==> config.mk <==
export PLATFORM = sky130hd
export DESIGN_NAME = rpdp_rot_term
export DESIGN_NICKNAME = d
export VERILOG_FILES = /design/src/design/assert_macros.svh /design/src/design/rpdp_rot_term.sv
export SDC_FILE = /design/constraint.sdc
export NUM_CORES = 1
export LEC_CHECK = 0
export BUFFER_PORTS_ARGS = -buffer_cell sky130_fd_sc_hd__clkbuf_2
export CORE_ASPECT_RATIO = 2
export CORE_UTILIZATION = 60
export CTS_BUF_LIST = sky130_fd_sc_hd__clkbuf_8
export DETAILED_ROUTE_END_ITERATION = 12
export GPL_ROUTABILITY_DRIVEN = 0
export PLACE_DENSITY = 0.77
export SLEW_MARGIN = 20
export SYNTH_ARGS = -nofsm -noshare
export SYNTH_HDL_FRONTEND = slang
export SYNTH_SLANG_ARGS = --single-unit
==> constraint.sdc <==
create_clock -name clk -period 7.46 [get_ports clk]
set_input_delay 0 -clock clk [delete_from_list [all_inputs] [get_ports clk]]
set_output_delay 0 -clock clk [all_outputs]
set_load 0.01 [all_outputs]
==> src/design/assert_macros.svh <==
// ----------------------------------------------------------------------------
// assert_macros.svh
// Concurrent assertion macros shared by the design.
// ----------------------------------------------------------------------------
`ifndef ASSERT_MACROS_SVH
`define ASSERT_MACROS_SVH

// checked only out of reset
`define RPDP_ASSERT(lbl, prop, msg) \
  lbl: assert property (@(posedge clk) disable iff (rst) prop) else $error(msg);

// checked during reset too
`define RPDP_ASSERT_ALWAYS(lbl, prop, msg) \
  lbl: assert property (@(posedge clk) prop) else $error(msg);

`endif

==> src/design/rpdp_rot_term.sv <==
// ----------------------------------------------------------------------------
// rpdp_rot_term
// Products of the mounting offsets with the unit vector.
// ----------------------------------------------------------------------------
module rpdp_rot_term (
  input  logic               clk,
  input  logic               en,
  input  logic signed [15:0] c,
  input  logic signed [15:0] s,
  input  logic signed [15:0] offset_x,
  input  logic signed [15:0] offset_y,
  output logic signed [31:0] prod_yc,
  output logic signed [31:0] prod_xs
);

  always_ff @(posedge clk) begin
    if (en) begin
      prod_yc <= offset_y * c;
      prod_xs <= offset_x * s;
    end
  end

endmodule

==> results.sh <==
export IMPL_status="finished, final reports clean"
export IMPL_cts_tree="done"
export IMPL_ios=130
export IMPL_highest_layer="met4"
export IMPL_grt_pass1_wl_um=88530
export IMPL_hold_class="input port to register"
export IMPL_wl_per_cell_um=19.47
export IMPL_synth_edf_count=64
export IMPL_hold_buffers=1
export IMPL_cts_resized=0
export IMPL_ys_ff_latch=64
export IMPL_finalHoldViolCount=0
export IMPL_grt_pass1_vias=17670
export IMPL_dp_final_hpwl_um=45480
export IMPL_tightest_slew_ns=0.8237
export IMPL_antenna_found_initial=0
export IMPL_post_cts_repair_setup_buffers=0
export IMPL_routed_wl_um=53460
export IMPL_yosysMostFrequentCell="inv_1"
export IMPL_finalSetupViolations=0
export IMPL_numPortBuffers=129
export IMPL_clk_pin_slew_ns=0.09
export IMPL_synthesis_area_um2=21500
export IMPL_clockRootBuffer="clkbuf_8"
export IMPL_grt_max_degree=49
export IMPL_min_period_ns=6.686
export IMPL_synth_top_area_cell="fa_1"
export IMPL_wl_met2_um=30350
export IMPL_synth_warnings=0
export IMPL_antenna_left=0
export IMPL_critPathArrivalTime_ns=6.81
export IMPL_die_y_um=269.7
export IMPL_timing_hold_ws_ns=0.1556
export IMPL_dieWidth_um=135.9
export IMPL_cts_sinks=64
export IMPL_synthTopCellsByCount="inv_1, fa_1, nand2_1, and2_1, ha_1"
export IMPL_die_area_um2=36640
export IMPL_m1WireLength_um=15980
export IMPL_rows=97
export IMPL_cp_start_kind="input port"
export IMPL_cp_max_fo=16
export IMPL_placed_cell_area_um2=22480
export IMPL_required_ns=7.58
export IMPL_final_nets=3050
export IMPL_synth_nets=2973
export IMPL_synth_top_area_share_pct=48.78
export IMPL_fin_crit_sh_pct=89.63
export IMPL_postSynthAreaPerCell_um2=9.690
export IMPL_ys_flop_type="edfxtp_1"
export IMPL_drc=0
export IMPL_crit_type="input port to register"
export IMPL_antenna_cells=0
export IMPL_seq_area_frac_synth_pct=8.938
export IMPL_fill_cells=2903
export IMPL_synthTopCellsByArea="fa_1, inv_1, ha_1"
export IMPL_clockBufferDepth=2
export IMPL_drive_above_1_share_pct=6.823
export IMPL_via_per_inst=5.579
export IMPL_rsz0062_at_grt="no"
export IMPL_hold_path_depth=2
export IMPL_drv_slew=0
export IMPL_holdPathEnd="prod_yc[0]$_DFFE_PP_"
export IMPL_synth_cell_types=56
export IMPL_start_util_pct=61.09
export IMPL_drt_initial_drc_count=637
export IMPL_syn_to_final_growth_pct=5.650
export IMPL_syn_inst=2219
export IMPL_relSlewSlack_pct=44.66
export IMPL_dp_cells=2729
export IMPL_vias=15320
export IMPL_track_usage_pct=32.18
export IMPL_maxCapViolCount=0
export IMPL_core_area_um2=35200
export IMPL_worstHoldStart="c[0]"
export IMPL_htreeDepth=3
export IMPL_async_reset_ff_share_pct=0
export IMPL_critPathCaptureType="register"
export IMPL_tns_ns=0
export IMPL_finalInstanceArea_um2=22720
export IMPL_first_pass_iters=5
export IMPL_fmax_mhz=149.6
export IMPL_grt_overflow=0
export IMPL_cts_buffers=9
export IMPL_final_cells=2746
export IMPL_met3_length_um=3269
-- sequential cells by signal, summed over array words and instances (netlist names) --
name	flops
prod_xs	32
prod_yc	32
-- cells by family after synthesis --
kind of cell,synth area share (%)
buffers and inverters,11.21
muxes,0.09892
xor gates and xnor gates,2.851
adders and majority gates,58.33
AOI/OAI and AO/OA,4.358
and+or+nand+nor,14.22
DFF,8.937
-- cells in the final DEF, fill, tap and decap left out, drive strengths merged, types with 3 or more instances in the layout --
cell type | netlist | routed
or2 | 3 | 3
a21o | 15 | 15
nand2 | 263 | 263
nor4 | 4 | 4
or3 | 3 | 3
edfxtp | 64 | 64
nor2 | 49 | 49
nand4 | 3 | 3
xor2 | 14 | 14
a211oi | 4 | 4
nor3 | 8 | 8
fa | 524 | 524
nand3 | 10 | 10
a21oi | 43 | 43
clkbuf | 67 | 137
a31oi | 3 | 3
o21bai | 5 | 5
nor2b | 5 | 5
o311ai | 3 | 3
and3 | 3 | 3
buf | 1 | 5
ha | 164 | 164
a311o | 4 | 4
o211ai | 4 | 4
nand2b | 9 | 9
xnor2 | 56 | 56
inv | 574 | 576
o21a | 6 | 6
a211o | 3 | 3
and2 | 247 | 247
o21ai | 27 | 27
-- through the flow --
step,setup WS (ns),utilization (%)
global route,0.3574,64.55
finish,0.7737,64.55
floorplan,1.526,-
detailed placement,0.2953,63.87
global placement,0.3898,63.87
CTS,0.6866,64.55
-- metal layers --
layer  up-vias  track usage [%]
li1       6672                -
met1      7767            30.88
met2       644            60.77
met3       236            5.565
met5         -                0
met4         0            21.05
-- how the worst max path moves through the flow --
stage	slack, ns	endpoint	startpoint	depth (start not counted)
CTS	0.69	prod_yc[30]$_DFFE_PP_	offset_y[15]	19
global route	0.36	prod_yc[30]$_DFFE_PP_	offset_y[15]	19
finish	0.77	prod_yc[30]$_DFFE_PP_	offset_y[15]	19
floorplan	1.53	prod_yc[25]$_DFFE_PP_	c[7]	22
detailed placement	0.30	prod_yc[30]$_DFFE_PP_	offset_y[15]	19
global placement	0.39	prod_yc[30]$_DFFE_PP_	offset_y[15]	19
-- critical path, cell delays in order --
cell and delay (ns):
clkbuf_2 0.28, nand2_1 0.22, inv_1 0.11, fa_1 0.65, fa_1 0.92, fa_1 0.53, fa_1 0.52, fa_1 0.51
inv_1 0.05, fa_1 0.48, inv_1 0.04, ha_1 0.44, nand2_1 0.12, nor3_1 0.69, o21ai_0 0.20, a21oi_1 0.46
o221ai_1 0.33, nand3_1 0.15, o211ai_1 0.10
-- layout make-up --
type	instances	area, µm²	share of cell area, %
sequential	64	1922	8.460
clock buffer	9	123.9	0.5452
timing repair buffer	134	688.2	3.029
multi-input combinational	1513	17170	75.58
clock inverter	7	102.6	0.4516
tap	445	556.8	2.451
inverter	574	2155	9.484
Power is not shown: default switching activity piles up to over one toggle a cycle in this logic, so the estimate is an artifact.
