### config.mk
export PLATFORM = sky130hd
export DESIGN_NAME = rpdp_vector
export DESIGN_NICKNAME = d
export VERILOG_FILES = /design/src/design/assert_macros.svh /design/src/design/rpdp_pkg.sv /design/src/design/rpdp_vector.sv
export SDC_FILE = /design/constraint.sdc
export NUM_CORES = 2
export LEC_CHECK = 0
export BUFFER_PORTS_ARGS = -buffer_cell sky130_fd_sc_hd__buf_4
export CORE_AREA = 2 2 436 438
export CTS_CLUSTER_DIAMETER = 50
export DETAILED_ROUTE_END_ITERATION = 10
export DIE_AREA = 0 0 438 440
export PLACE_DENSITY = 0.84
export SLEW_MARGIN = 30
export SYNTH_ARGS = -nofsm -noshare
export SYNTH_HDL_FRONTEND = slang
export SYNTH_SLANG_ARGS = --single-unit
### constraint.sdc
create_clock -name clk -period 12.5 [get_ports clk]
set_input_delay 1.25 -clock clk [delete_from_list [all_inputs] [get_ports clk]]
set_output_delay 1.25 -clock clk [all_outputs]
set_load 0.01 [all_outputs]
### src/design/assert_macros.svh
// ----------------------------------------------------------------------------
// assert_macros.svh
// Concurrent assertion macros shared by the design.
// ----------------------------------------------------------------------------
`ifndef ASSERT_MACROS_SVH
`define ASSERT_MACROS_SVH

// checked only out of reset
`define RPDP_ASSERT(lbl, prop, msg) \
  lbl: assert property (@(posedge clk) disable iff (rst) prop) else $error(msg);

// checked during reset too
`define RPDP_ASSERT_ALWAYS(lbl, prop, msg) \
  lbl: assert property (@(posedge clk) prop) else $error(msg);

`endif

### src/design/rpdp_pkg.sv
// ----------------------------------------------------------------------------
// rpdp_pkg
// Constants and types of the radar point doppler projection.
// ----------------------------------------------------------------------------
package rpdp_pkg;

  localparam int MAX_STEPS = 24;

  // atan(2^-i), 2^32 units per turn
  localparam logic [31:0] ATAN_TAB [MAX_STEPS] = '{
    32'd536870912, 32'd316933406, 32'd167458907, 32'd85004756,
    32'd42667331,  32'd21354465,  32'd10679838,  32'd5340245,
    32'd2670163,   32'd1335087,   32'd667544,    32'd333772,
    32'd166886,    32'd83443,     32'd41722,     32'd20861,
    32'd10430,     32'd5215,      32'd2608,      32'd1304,
    32'd652,       32'd326,       32'd163,       32'd81
  };

  localparam logic [31:0] GAIN_INV     = 32'd652032874;
  localparam logic [31:0] HALF_TURN    = 32'h8000_0000;
  localparam logic [31:0] QUARTER_TURN = 32'h4000_0000;

  // radial path: products, sums, square, then one stage per quotient bit
  localparam int QBITS         = 17;
  localparam int RADIAL_STAGES = 3 + QBITS;

  typedef enum logic [1:0] {
    REG_YAW      = 2'd0,
    REG_OFFSET_X = 2'd1,
    REG_OFFSET_Y = 2'd2
  } reg_index_t;

  typedef struct packed {
    logic [QBITS-1:0] q;
    logic             sgn;
    logic             nz;
  } rad_t;

endpackage

### src/design/rpdp_vector.sv
// ----------------------------------------------------------------------------
// rpdp_vector
// Pipelined vectoring CORDIC: bearing of (x,y), 2^32 units per turn.
// ----------------------------------------------------------------------------
module rpdp_vector #(
  parameter int CORDIC_STEPS = 16
) (
  input  logic               clk,
  input  logic               en,
  input  logic signed [15:0] x,
  input  logic signed [15:0] y,
  output logic        [31:0] z
);

  localparam int VW = 35;

  logic signed [VW-1:0] xs [CORDIC_STEPS];
  logic signed [VW-1:0] ys [CORDIC_STEPS];
  logic        [31:0]   zs [CORDIC_STEPS];
  logic                 org [CORDIC_STEPS];

  logic signed [VW-1:0] x0;
  logic signed [VW-1:0] y0;
  logic signed [VW-1:0] xp;
  logic signed [VW-1:0] yp;
  logic        [31:0]   zp;

  always_comb begin
    x0 = {{3{x[15]}}, x, 16'h0000};
    y0 = {{3{y[15]}}, y, 16'h0000};
    if (x[15]) begin
      xp = -x0;
      yp = -y0;
      zp = rpdp_pkg::HALF_TURN;
    end else begin
      xp = x0;
      yp = y0;
      zp = '0;
    end
  end

  genvar i;
  generate
    for (i = 0; i < CORDIC_STEPS; i++) begin : g_step
      logic signed [VW-1:0] xi;
      logic signed [VW-1:0] yi;
      logic        [31:0]   zi;
      logic                 oi;
      if (i == 0) begin : g_first
        assign xi = xp;
        assign yi = yp;
        assign zi = zp;
        assign oi = (x == '0) && (y == '0);
      end else begin : g_next
        assign xi = xs[i-1];
        assign yi = ys[i-1];
        assign zi = zs[i-1];
        assign oi = org[i-1];
      end
      always_ff @(posedge clk) begin
        if (en) begin
          org[i] <= oi;
          if (!yi[VW-1]) begin
            xs[i] <= xi + (yi >>> i);
            ys[i] <= yi - (xi >>> i);
            zs[i] <= zi + rpdp_pkg::ATAN_TAB[i];
          end else begin
            xs[i] <= xi - (yi >>> i);
            ys[i] <= yi + (xi >>> i);
            zs[i] <= zi - rpdp_pkg::ATAN_TAB[i];
          end
        end
      end
    end
  endgenerate

  assign z = org[CORDIC_STEPS-1] ? '0 : zs[CORDIC_STEPS-1];

endmodule

==> summary.md <==
| Metric | Value |
|---|---|
| Mux contribution to synthesized area | `0.5195%` |
| Antenna-violating nets left | `0` |
| # fillers | `15220` |
| Clk_skew | `28.24 ps` |
| R2R setup slack | `6160 ps` |
| Tmin final | `6848 ps` |
| Wire length per cell | `21.73 um` |
| Post-synth ARST share | `0%` |
| Hold_sp | `org[0][5]` |
| Simple-gate area share of the yosys netlist | `13.41%` |
| First-pass GRT wire length | `488200 um` |
| Relative slew margins | `21.23%` |
| CTS tree | `built` |
| Worst Path Required | `13070 ps` |
| Mapped Area | `0.1120 sq mm` |
| Area of the multi-input gates | `0.07058 sq mm` |
| DRC | `0` |
| Count of cell types in the netlist | `92` |
| Critical path cell sequence | `buf_12 -> buf_4 -> nand2_1 -> buf_4 -> inv_1 -> buf_4 -> nor2_1 -> xor2_1 -> ha_1 -> a211oi_1 -> o21ai_0 -> a31oi_1 -> a211oi_1 -> o21ai_0 -> a21boi_0 -> o21a_1 -> a311oi_1 -> o21ai_0 -> xnor2_1` |
| Worst hold path class | `register to register` |
| Synth Area in XOR/XNOR | `13.36%` |
| Setup ws final | `5652 ps` |
| Main combinational cell family by area after synthesis | `compound AO/OA/AOI/OAI gates` |
| WP data arrival | `7420 ps` |
| Slew @ Worst Pin | `1152 ps` |
| Crit-path slowest cell | `o21ai_0` |
| Post-synth EDFFs | `1294` |
| Post-synthesis sequential area ratio | `34.70%` |
| Setup Fix Bufs, Post-CTS | `0` |
| Layout Utilization | `64.28%` |
| Post-CTS Resized | `0` |
| CP startpoint kind | `input port` |
| Post-synth top area share | `34.70%` |
| Global route overflow | `0` |
| Antenna violations before repair | `1` |
| Core area | `0.1886 sq mm` |
| MaxCap Viol Count | `0` |
| Nets | `13240` |
| CP max FO | `88` |
| Ranking of synthesized cells by area | `edfxtp_1, ha_1, xnor2_1` |
| #FFs+latches synth | `1294` |
| Top_reg_cell synth | `edfxtp_1` |
| Area delta synth->final | `8.242%` |
| Post-DP HPWL | `252000 um` |
| Yosys warns | `0` |
| Pin count of the biggest net entering global routing | `188` |
| Final wirelength | `316200 um` |
| Reg area | `0.03886 sq mm` |
| # rows | `160` |
| Via density | `6.260` |
| Crit Path Class | `input port to register` |
| Sink Count | `1294` |
| Vias in the first global route | `89760` |
| Setup violations, final | `0` |
| Placement Setup Slack | `4937 ps` |
| RSZ-0062 raised after global routing | `false` |
| Cells after synthesis | `11790` |
| Die area | `0.1927 sq mm` |
| Worst path max stage delay | `710 ps` |
| First-pass DRT Iterations | `6` |
| Post-CTS Hold Fix Bufs | `0` |
| Gpl congestion | `1.041` |
| Fin area | `0.1212 sq mm` |
| Ports | `66` |
| CTS root buf | `clkbuf_16` |
| Largest area contributor in the netlist | `edfxtp_1` |
| Worst-Skew Late Latency | `840 ps` |
| Layout cells sized above 1 | `4.495%` |
| Crit share post-route | `54.78%` |
| Drt initial violations | `6966` |
| Max-slew violations | `0` |
| Worst-path clk slew | `60 ps` |
| Critical path endpoint category | `register` |
| Global-route usage over all layers | `31.98%` |
| Fin Setup TNS | `0 ps` |
| Crit path from | `en` |
| Die Ht | `440 um` |
| Total CTS buffers | `174` |
| Initial core utilization | `59.39%` |
| Compound-Gate Fraction of Synth Area | `20.72%` |
| Clk buf depth | `3` |
| Outcome | `complete, no violations` |
| Vias | `91100` |
| Fmax | `146.0 MHz` |
| Worst R2R Start | `ys[0][174]` |
| Hold Vio Cnt, Final | `0` |
| CTS H-tree lvls | `4` |
| Die Wd | `438 um` |
| Adder-Cell Fraction of Synth Area | `14.95%` |
| Synth Area per Inst | `9.498 sq um` |
| Port Buf Inserts | `64` |
| Placed Area | `0.1154 sq mm` |
routing by layer:
layer	vias up	GRT usage, %	wire (um)
li1	44120	-	-
met1	43130	33.90	116600
met2	2865	58.97	161800
met3	976	3.663	13570
met4	0	22.46	24250
met5	-	0	0
cells by family (layout without fill, tap and decap cells):
family | count (synthesis) | count (layout)
adder cells (fa/ha/maj) | 1318 | 1318
buffers and inverters | 695 | 934
flip-flops | 1294 | 1294
AO/OA/AOI/OAI | 3631 | 3631
AND/OR/NAND/NOR | 3087 | 3087
XOR/XNOR | 1709 | 1709
other | 2 | 11
multiplexers | 56 | 56
state kept, by name (all words and copies together) (netlist names):
signal / flops
ys: 425
org: 16
xs: 414
zs: 439
cells in the final DEF (no fill, tap or decap), types with 479 or more instances in the layout:
master and n:
a21oi_1 1140, xor2_1 539, nand2_1 705, xnor2_1 1169, edfxtp_1 1294, a21o_1 557, inv_1 479, nor2_1 913
o21ai_0 694, ha_1 1285
path summary, 6_finish.rpt:
check | end | depth (start not counted)
setup / recovery | ys[1][103] | 19
hold / removal | org[0][6] | 0
setup reg to reg | ys[0][207] | 19
hold reg to reg | org[0][6] | 0
metrics by stage:
stage | std cells | hold slack (ps)
2_1_floorplan | 11800 | 400.3
3_3_place_gp | 14230 | 400.7
3_5_place_dp | 14230 | 404.5
4_1_cts | 14550 | 413.2
5_1_grt | 14550 | 413.3
6_report | 14550 | 413.2
cell usage after synthesis (21+ instances only):
master / n
inv_1: 479
edfxtp_1: 1294
o211ai_1: 47
ha_1: 1285
and2_1: 60
a2111oi_0: 24
a31oi_1: 110
or2_2: 50
a211o_1: 42
o21a_1: 158
or4_1: 50
clkbuf_1: 179
xnor2_1: 1170
nor3b_1: 28
a31o_2: 29
a21boi_0: 44
nand3_1: 179
nand4_1: 92
o311ai_0: 21
or3_1: 83
o21bai_1: 174
nor2_1: 913
nor2b_1: 175
o41ai_1: 62
nor3_1: 280
a311oi_1: 22
nor4_1: 97
a21o_1: 557
fa_1: 33
a221oi_1: 27
o21ai_0: 695
nand3b_1: 30
and3_1: 91
mux2i_1: 39
a211oi_1: 68
xor2_1: 539
and4_1: 21
o31ai_1: 183
a21oi_1: 1140
nand2_1: 705
nand2b_1: 196
o2111ai_1: 29
worst max-delay path: cells and delay by family:
kind	cells	cell delay (ps)
simple gates	2	190
compound gates	9	2850
xor+xnor	2	300
fa+ha+maj	1	240
buf+inv	5	2370
layout make-up:
cell class | instances | share of cell area [%]
clock inverters | 127 | 1.075
diodes | 4 | 0.008257
flip-flops and latches | 1294 | 32.05
well taps | 2511 | 2.592
multi-input cells | 9808 | 58.22
clock buffers | 194 | 3.706
repair buffers | 125 | 0.8309
inverters | 488 | 1.511
Power is not shown: default switching activity piles up to over one toggle a cycle in this logic, so the estimate is an artifact.
