File: src/design/assert_macros.svh
// ----------------------------------------------------------------------------
// assert_macros.svh
// Concurrent assertion macros shared by the design.
// ----------------------------------------------------------------------------
`ifndef ASSERT_MACROS_SVH
`define ASSERT_MACROS_SVH

// checked only out of reset
`define RPDP_ASSERT(lbl, prop, msg) \
  lbl: assert property (@(posedge clk) disable iff (rst) prop) else $error(msg);

// checked during reset too
`define RPDP_ASSERT_ALWAYS(lbl, prop, msg) \
  lbl: assert property (@(posedge clk) prop) else $error(msg);

`endif

File: src/design/rpdp_pkg.sv
// ----------------------------------------------------------------------------
// rpdp_pkg
// Constants and types of the radar point doppler projection.
// ----------------------------------------------------------------------------
package rpdp_pkg;

  localparam int MAX_STEPS = 24;

  // atan(2^-i), 2^32 units per turn
  localparam logic [31:0] ATAN_TAB [MAX_STEPS] = '{
    32'd536870912, 32'd316933406, 32'd167458907, 32'd85004756,
    32'd42667331,  32'd21354465,  32'd10679838,  32'd5340245,
    32'd2670163,   32'd1335087,   32'd667544,    32'd333772,
    32'd166886,    32'd83443,     32'd41722,     32'd20861,
    32'd10430,     32'd5215,      32'd2608,      32'd1304,
    32'd652,       32'd326,       32'd163,       32'd81
  };

  localparam logic [31:0] GAIN_INV     = 32'd652032874;
  localparam logic [31:0] HALF_TURN    = 32'h8000_0000;
  localparam logic [31:0] QUARTER_TURN = 32'h4000_0000;

  // radial path: products, sums, square, then one stage per quotient bit
  localparam int QBITS         = 17;
  localparam int RADIAL_STAGES = 3 + QBITS;

  typedef enum logic [1:0] {
    REG_YAW      = 2'd0,
    REG_OFFSET_X = 2'd1,
    REG_OFFSET_Y = 2'd2
  } reg_index_t;

  typedef struct packed {
    logic [QBITS-1:0] q;
    logic             sgn;
    logic             nz;
  } rad_t;

endpackage

File: src/design/rpdp_rotate.sv
// ----------------------------------------------------------------------------
// rpdp_rotate
// Pipelined rotation CORDIC: cos and sin of bearing plus yaw, Q2.14.
// ----------------------------------------------------------------------------
module rpdp_rotate #(
  parameter int CORDIC_STEPS = 16
) (
  input  logic               clk,
  input  logic               en,
  input  logic        [31:0] th,
  input  logic        [15:0] yaw,
  output logic signed [15:0] c,
  output logic signed [15:0] s
);

  localparam int RW = 34;
  localparam logic signed [RW-1:0] LIM  = RW'(16384);
  localparam logic signed [RW-1:0] HALF = RW'(32768);

  logic signed [RW-1:0] xs  [CORDIC_STEPS];
  logic signed [RW-1:0] ys  [CORDIC_STEPS];
  logic signed [RW-1:0] zs  [CORDIC_STEPS];
  logic                 ngs [CORDIC_STEPS];

  logic        [31:0]   t;
  logic        [31:0]   tq;
  logic        [31:0]   tf;
  logic                 fold;
  logic signed [RW-1:0] z0;
  logic signed [RW-1:0] g;
  logic signed [RW-1:0] a0;

  always_comb begin
    t    = th + {yaw, 16'h0000};
    tq   = t + rpdp_pkg::QUARTER_TURN;
    fold = tq[31];
    tf   = fold ? (t ^ rpdp_pkg::HALF_TURN) : t;
    z0   = {{(RW-32){tf[31]}}, tf};
    g    = {{(RW-32){1'b0}}, rpdp_pkg::GAIN_INV};
    a0   = {{(RW-32){1'b0}}, rpdp_pkg::ATAN_TAB[0]};
  end

  always_ff @(posedge clk) begin
    if (en) begin
      ngs[0] <= fold;
      xs[0]  <= g;
      if (!z0[RW-1]) begin
        ys[0] <= g;
        zs[0] <= z0 - a0;
      end else begin
        ys[0] <= -g;
        zs[0] <= z0 + a0;
      end
    end
  end

  genvar i;
  generate
    for (i = 1; i < CORDIC_STEPS; i++) begin : g_step
      logic signed [RW-1:0] ai;
      assign ai = {{(RW-32){1'b0}}, rpdp_pkg::ATAN_TAB[i]};
      always_ff @(posedge clk) begin
        if (en) begin
          ngs[i] <= ngs[i-1];
          if (!zs[i-1][RW-1]) begin
            xs[i] <= xs[i-1] - (ys[i-1] >>> i);
            ys[i] <= ys[i-1] + (xs[i-1] >>> i);
            zs[i] <= zs[i-1] - ai;
          end else begin
            xs[i] <= xs[i-1] + (ys[i-1] >>> i);
            ys[i] <= ys[i-1] - (xs[i-1] >>> i);
            zs[i] <= zs[i-1] + ai;
          end
        end
      end
    end
  endgenerate

  logic signed [RW-1:0] xr;
  logic signed [RW-1:0] yr;
  logic signed [RW-1:0] xc;
  logic signed [RW-1:0] yc;
  logic signed [15:0]   c_next;
  logic signed [15:0]   s_next;

  always_comb begin
    xr = (xs[CORDIC_STEPS-1] + HALF) >>> 16;
    yr = (ys[CORDIC_STEPS-1] + HALF) >>> 16;
    xc = (xr > LIM) ? LIM : ((xr < -LIM) ? -LIM : xr);
    yc = (yr > LIM) ? LIM : ((yr < -LIM) ? -LIM : yr);
    c_next = ngs[CORDIC_STEPS-1] ? -xc[15:0] : xc[15:0];
    s_next = ngs[CORDIC_STEPS-1] ? -yc[15:0] : yc[15:0];
  end

  always_ff @(posedge clk) begin
    if (en) begin
      c <= c_next;
      s <= s_next;
    end
  end

endmodule

File: config.mk
export PLATFORM = sky130hd
export DESIGN_NAME = rpdp_rotate
export DESIGN_NICKNAME = d
export VERILOG_FILES = /design/src/design/assert_macros.svh /design/src/design/rpdp_pkg.sv /design/src/design/rpdp_rotate.sv
export SDC_FILE = /design/constraint.sdc
export NUM_CORES = 2
export LEC_CHECK = 0
export BUFFER_PORTS_ARGS = -buffer_cell sky130_fd_sc_hd__clkbuf_2
export CORE_AREA = 2 2 523 525
export CTS_BUF_LIST = sky130_fd_sc_hd__clkbuf_8 sky130_fd_sc_hd__clkbuf_16
export DETAILED_ROUTE_END_ITERATION = 7
export DIE_AREA = 0 0 525 527
export GPL_TIMING_DRIVEN = 0
export HOLD_SLACK_MARGIN = 0.02
export SYNTH_ARGS = -nofsm -noshare
export SYNTH_HDL_FRONTEND = slang
export SYNTH_SLANG_ARGS = --single-unit
File: constraint.sdc
create_clock -name clk -period 7.25 [get_ports clk]
set_input_delay 1.45 -clock clk [delete_from_list [all_inputs] [get_ports clk]]
set_output_delay 1.45 -clock clk [all_outputs]
set_load 0.05 [all_outputs]
==> load_flow_metrics.sql <==
INSERT INTO impl_metrics (metric_group, metric, value, unit) VALUES
('outcome', 'outcome', 'finished, final reports clean', ''),
('critical_path', 'cp.required', '7.81', 'ns'),
('clock_tree', 'cts.path.max_buffers', '4', ''),
('place', 'hpwl_reported_at_the_end_of_detailed_placement', '297000', 'um'),
('drt', 'detail_route.iter0.violations', '7391', ''),
('drt', 'totalWireLength', '367000', 'um'),
('sta', 'fmax', '146', 'MHz'),
('critical_path', 'timing.critical_path.cells', 'clkbuf_4 > nand2_1 > inv_1 > clkbuf_1 > buf_1 > nor2_1 > xnor2_1 > ha_1 > o21ai_0 > a21boi_0 > o21a_1 > o2111ai_1 > and3b_1 > a21oi_1 > nand3_1 > a311oi_1 > a311oi_1 > a21oi_1 > xnor2_1', ''),
('sta', 'grt_setup_unrepaired', 'no', ''),
('global_route', 'grt_antenna_before_repair', '12', ''),
('critical_path', 'reg2reg_setup_slack', '1.16', 'ns'),
('yosys', 'synth-warning-count', '0', ''),
('place', 'finalWeightedCongestion', '0.946', ''),
('global_route', 'grt_start_max_net_pins', '77', ''),
('yosys', 'yosys_reg_bits', '1488', ''),
('yosys', 'netlist-cell-type-count', '105', ''),
('floorplan', 'boundaryPins', '82', ''),
('yosys', 'syn_nets', '14300', ''),
('final_layout', 'final_common_cell', 'sky130_fd_sc_hd__edfxtp_1', ''),
('clock_tree', 'clk_transition_reported_paths', '0.05', 'ns'),
('drt', 'drtAntennaViolNets', '0', ''),
('global_route', 'first_global_vias', '94900', ''),
('final_layout', 'layoutNonFillerInstCount', '16900', ''),
('global_route', 'groute.usage.overall', '25.7', '%'),
('critical_path', 'critPathArrivalTime', '7.41', 'ns'),
('sta', 'max-slew-margin-rel', '5.79', '%'),
('drt', 'drt_pass1_iterations', '6', ''),
('floorplan', 'die_area', '0.277', 'mm2'),
('final_layout', 'syn_to_final_growth', '9.06', '%'),
('clock_tree', 'cts_buffers', '180', ''),
('yosys', 'synth_area', '0.124', 'mm2'),
('drt', 'post-route-drc-count', '0', ''),
('hold_path', 'min_to', 'ngs[1][1]', ''),
('global_route', 'grt_first_pass_wirelength', '561000', 'um'),
('floorplan', 'die_x', '525', 'um'),
('critical_path', 'slowest_stage', 'sky130_fd_sc_hd__buf_1', ''),
('clock_tree', 'cts_tree', 'built', ''),
('floorplan', 'std_cell_rows', '192', ''),
('job', 'max_cap_violations', '0', ''),
('global_route', 'globalRouteOverflowTotal', '0', ''),
('sta', 'clock_tree_skew_after_final_layout', '0.0481', 'ns'),
('yosys', 'prevailing_post_synth_register_cell', 'sky130_fd_sc_hd__edfxtp_1', ''),
('floorplan', 'design.core.area', '0.272', 'mm2'),
('sta', 'fin_setup_tns', '0', 'ns'),
('final_layout', 'layout.cells.most_common_list', 'sky130_fd_sc_hd__edfxtp_1, sky130_fd_sc_hd__ha_1, sky130_fd_sc_hd__a21oi_1', ''),
('clock_tree', 'clock_tree.htree_level_count', '4', ''),
('critical_path', 'startpoint_type', 'primary input', ''),
('yosys', 'ys_seq_area_share', '35.9', '%'),
('hold_path', 'worstHoldPathType', 'reg2reg', ''),
('drt', 'wire_per_inst', '21.8', 'um'),
('sta', 'final-setup-viol-count', '0', ''),
('sta', 'timing_hold_violations_final', '0', ''),
('place', 'dpl.cell_count', '16500', ''),
('yosys', 'count_of_flip_flops_with_a_built_in_enable_after_synthesis', '1488', ''),
('clock_tree', 'cts_hold_buffers', '0', ''),
('critical_path', 'critPathMaxStageDelay', '0.92', 'ns'),
('place', 'portBuffers', '81', ''),
('yosys', 'synth.avg_cell_area', '9.69', 'um2'),
('critical_path', 'critical_path.endpoint_type', 'flip-flop', ''),
('final_layout', 'drive_gt1_share', '4.59', '%'),
('clock_tree', 'clock_sinks', '1488', ''),
('critical_path', 'regToRegStartpoint', 'zs[0][271]', ''),
('yosys', 'post_synth_inst_count', '12800', ''),
('sta', 'min_period_over_period', '94.6', '%'),
('yosys', 'synth-async-reset-ratio', '0', '%'),
('critical_path', 'regToRegEndpoint', 'xs[4][33]', ''),
('clock_tree', 'worst_skew_pair.late_latency', '0.87', 'ns'),
('critical_path', 'critical_path_peak_fanout', '18', ''),
('clock_tree', 'cts.repair.resized', '2', ''),
('sta', 'final.min_clock_period', '6.86', 'ns'),
('floorplan', 'die_h', '527', 'um');
state kept, by name, indices dropped and copies added (netlist names):
name	cells
ys	496
xs	469
c	16
zs	475
s	16
ngs	16
per-stage QoR:
stage,setup slack (ns),cell area (um2),utilization (%)
after floorplan,0.974,124000,-
after global placement,-4.67,129000,47.6
after detailed placement,-2.12,130000,47.8
after CTS,0.0220,136000,49.9
after global routing,0.0669,136000,49.9
final,0.393,136000,49.9
layout make-up:
class / instances / area, um2
fill: 24900 / 136000
tap: 3589 / 4490
clock buffer: 182 / 4550
antenna: 2 / 5.00
clock inverter: 141 / 1230
inverter: 543 / 2050
buffer: 199 / 852
timing repair buffer: 99 / 888
sequential: 1488 / 44700
multi-input combinational: 10600 / 76900
synthesized netlist by cell type (all sizes together) (148+ instances only):
| library cell | number | share of area, % |
|---|---|---|
| nand3 | 226 | 0.91 |
| nand2b | 226 | 1.1 |
| o21bai | 176 | 1.1 |
| nor2 | 1024 | 3.1 |
| o21ai | 664 | 2.7 |
| a21oi | 1302 | 5.3 |
| xnor2 | 1237 | 8.7 |
| inv | 540 | 1.6 |
| nor3 | 303 | 1.2 |
| nor2b | 166 | 0.84 |
| nand2 | 729 | 2.2 |
| xor2 | 650 | 4.6 |
| clkbuf | 148 | 0.45 |
| a21o | 637 | 3.8 |
| o21a | 240 | 1.4 |
| edfxtp | 1488 | 36 |
| ha | 1408 | 14 |
how the worst max path moves through the flow:
stage,startpoint,endpoint,slack [ns],cells after the start
after floorplan,en,ys[0][202],0.97,21
after global placement,en,zs[0][67],-4.67,19
after detailed placement,en,xs[2][66],-2.12,22
after CTS,en,zs[0][67],0.02,18
after global routing,en,xs[1][66],0.07,19
final,en,ys[1][101],0.39,19
logic make-up (layout without fill, tap and decap cells):
logic type      Yosys count  in the layout  synth area share [%]
flops                  1488           1488                  35.9
compound gates         3878           3878                  20.0
mux                     105            105                 0.884
other cells               0              2                     0
simple gates           3287           3287                  12.7
xor+xnor               1887           1887                  13.3
buf+inv                 744           1164                  2.26
fa+ha+maj              1453           1453                  14.9
per-layer routing:
layer / routed length [um] / track usage, %
met1: 171000 / 36.0
met2: 167000 / 42.2
met3: 17500 / 2.44
met4: 10900 / 7.38
met5: 0 / 0
Power is left out: the tool's default activity adds up to more than one toggle a clock period on the data nets, which glitch-free logic cannot reach.
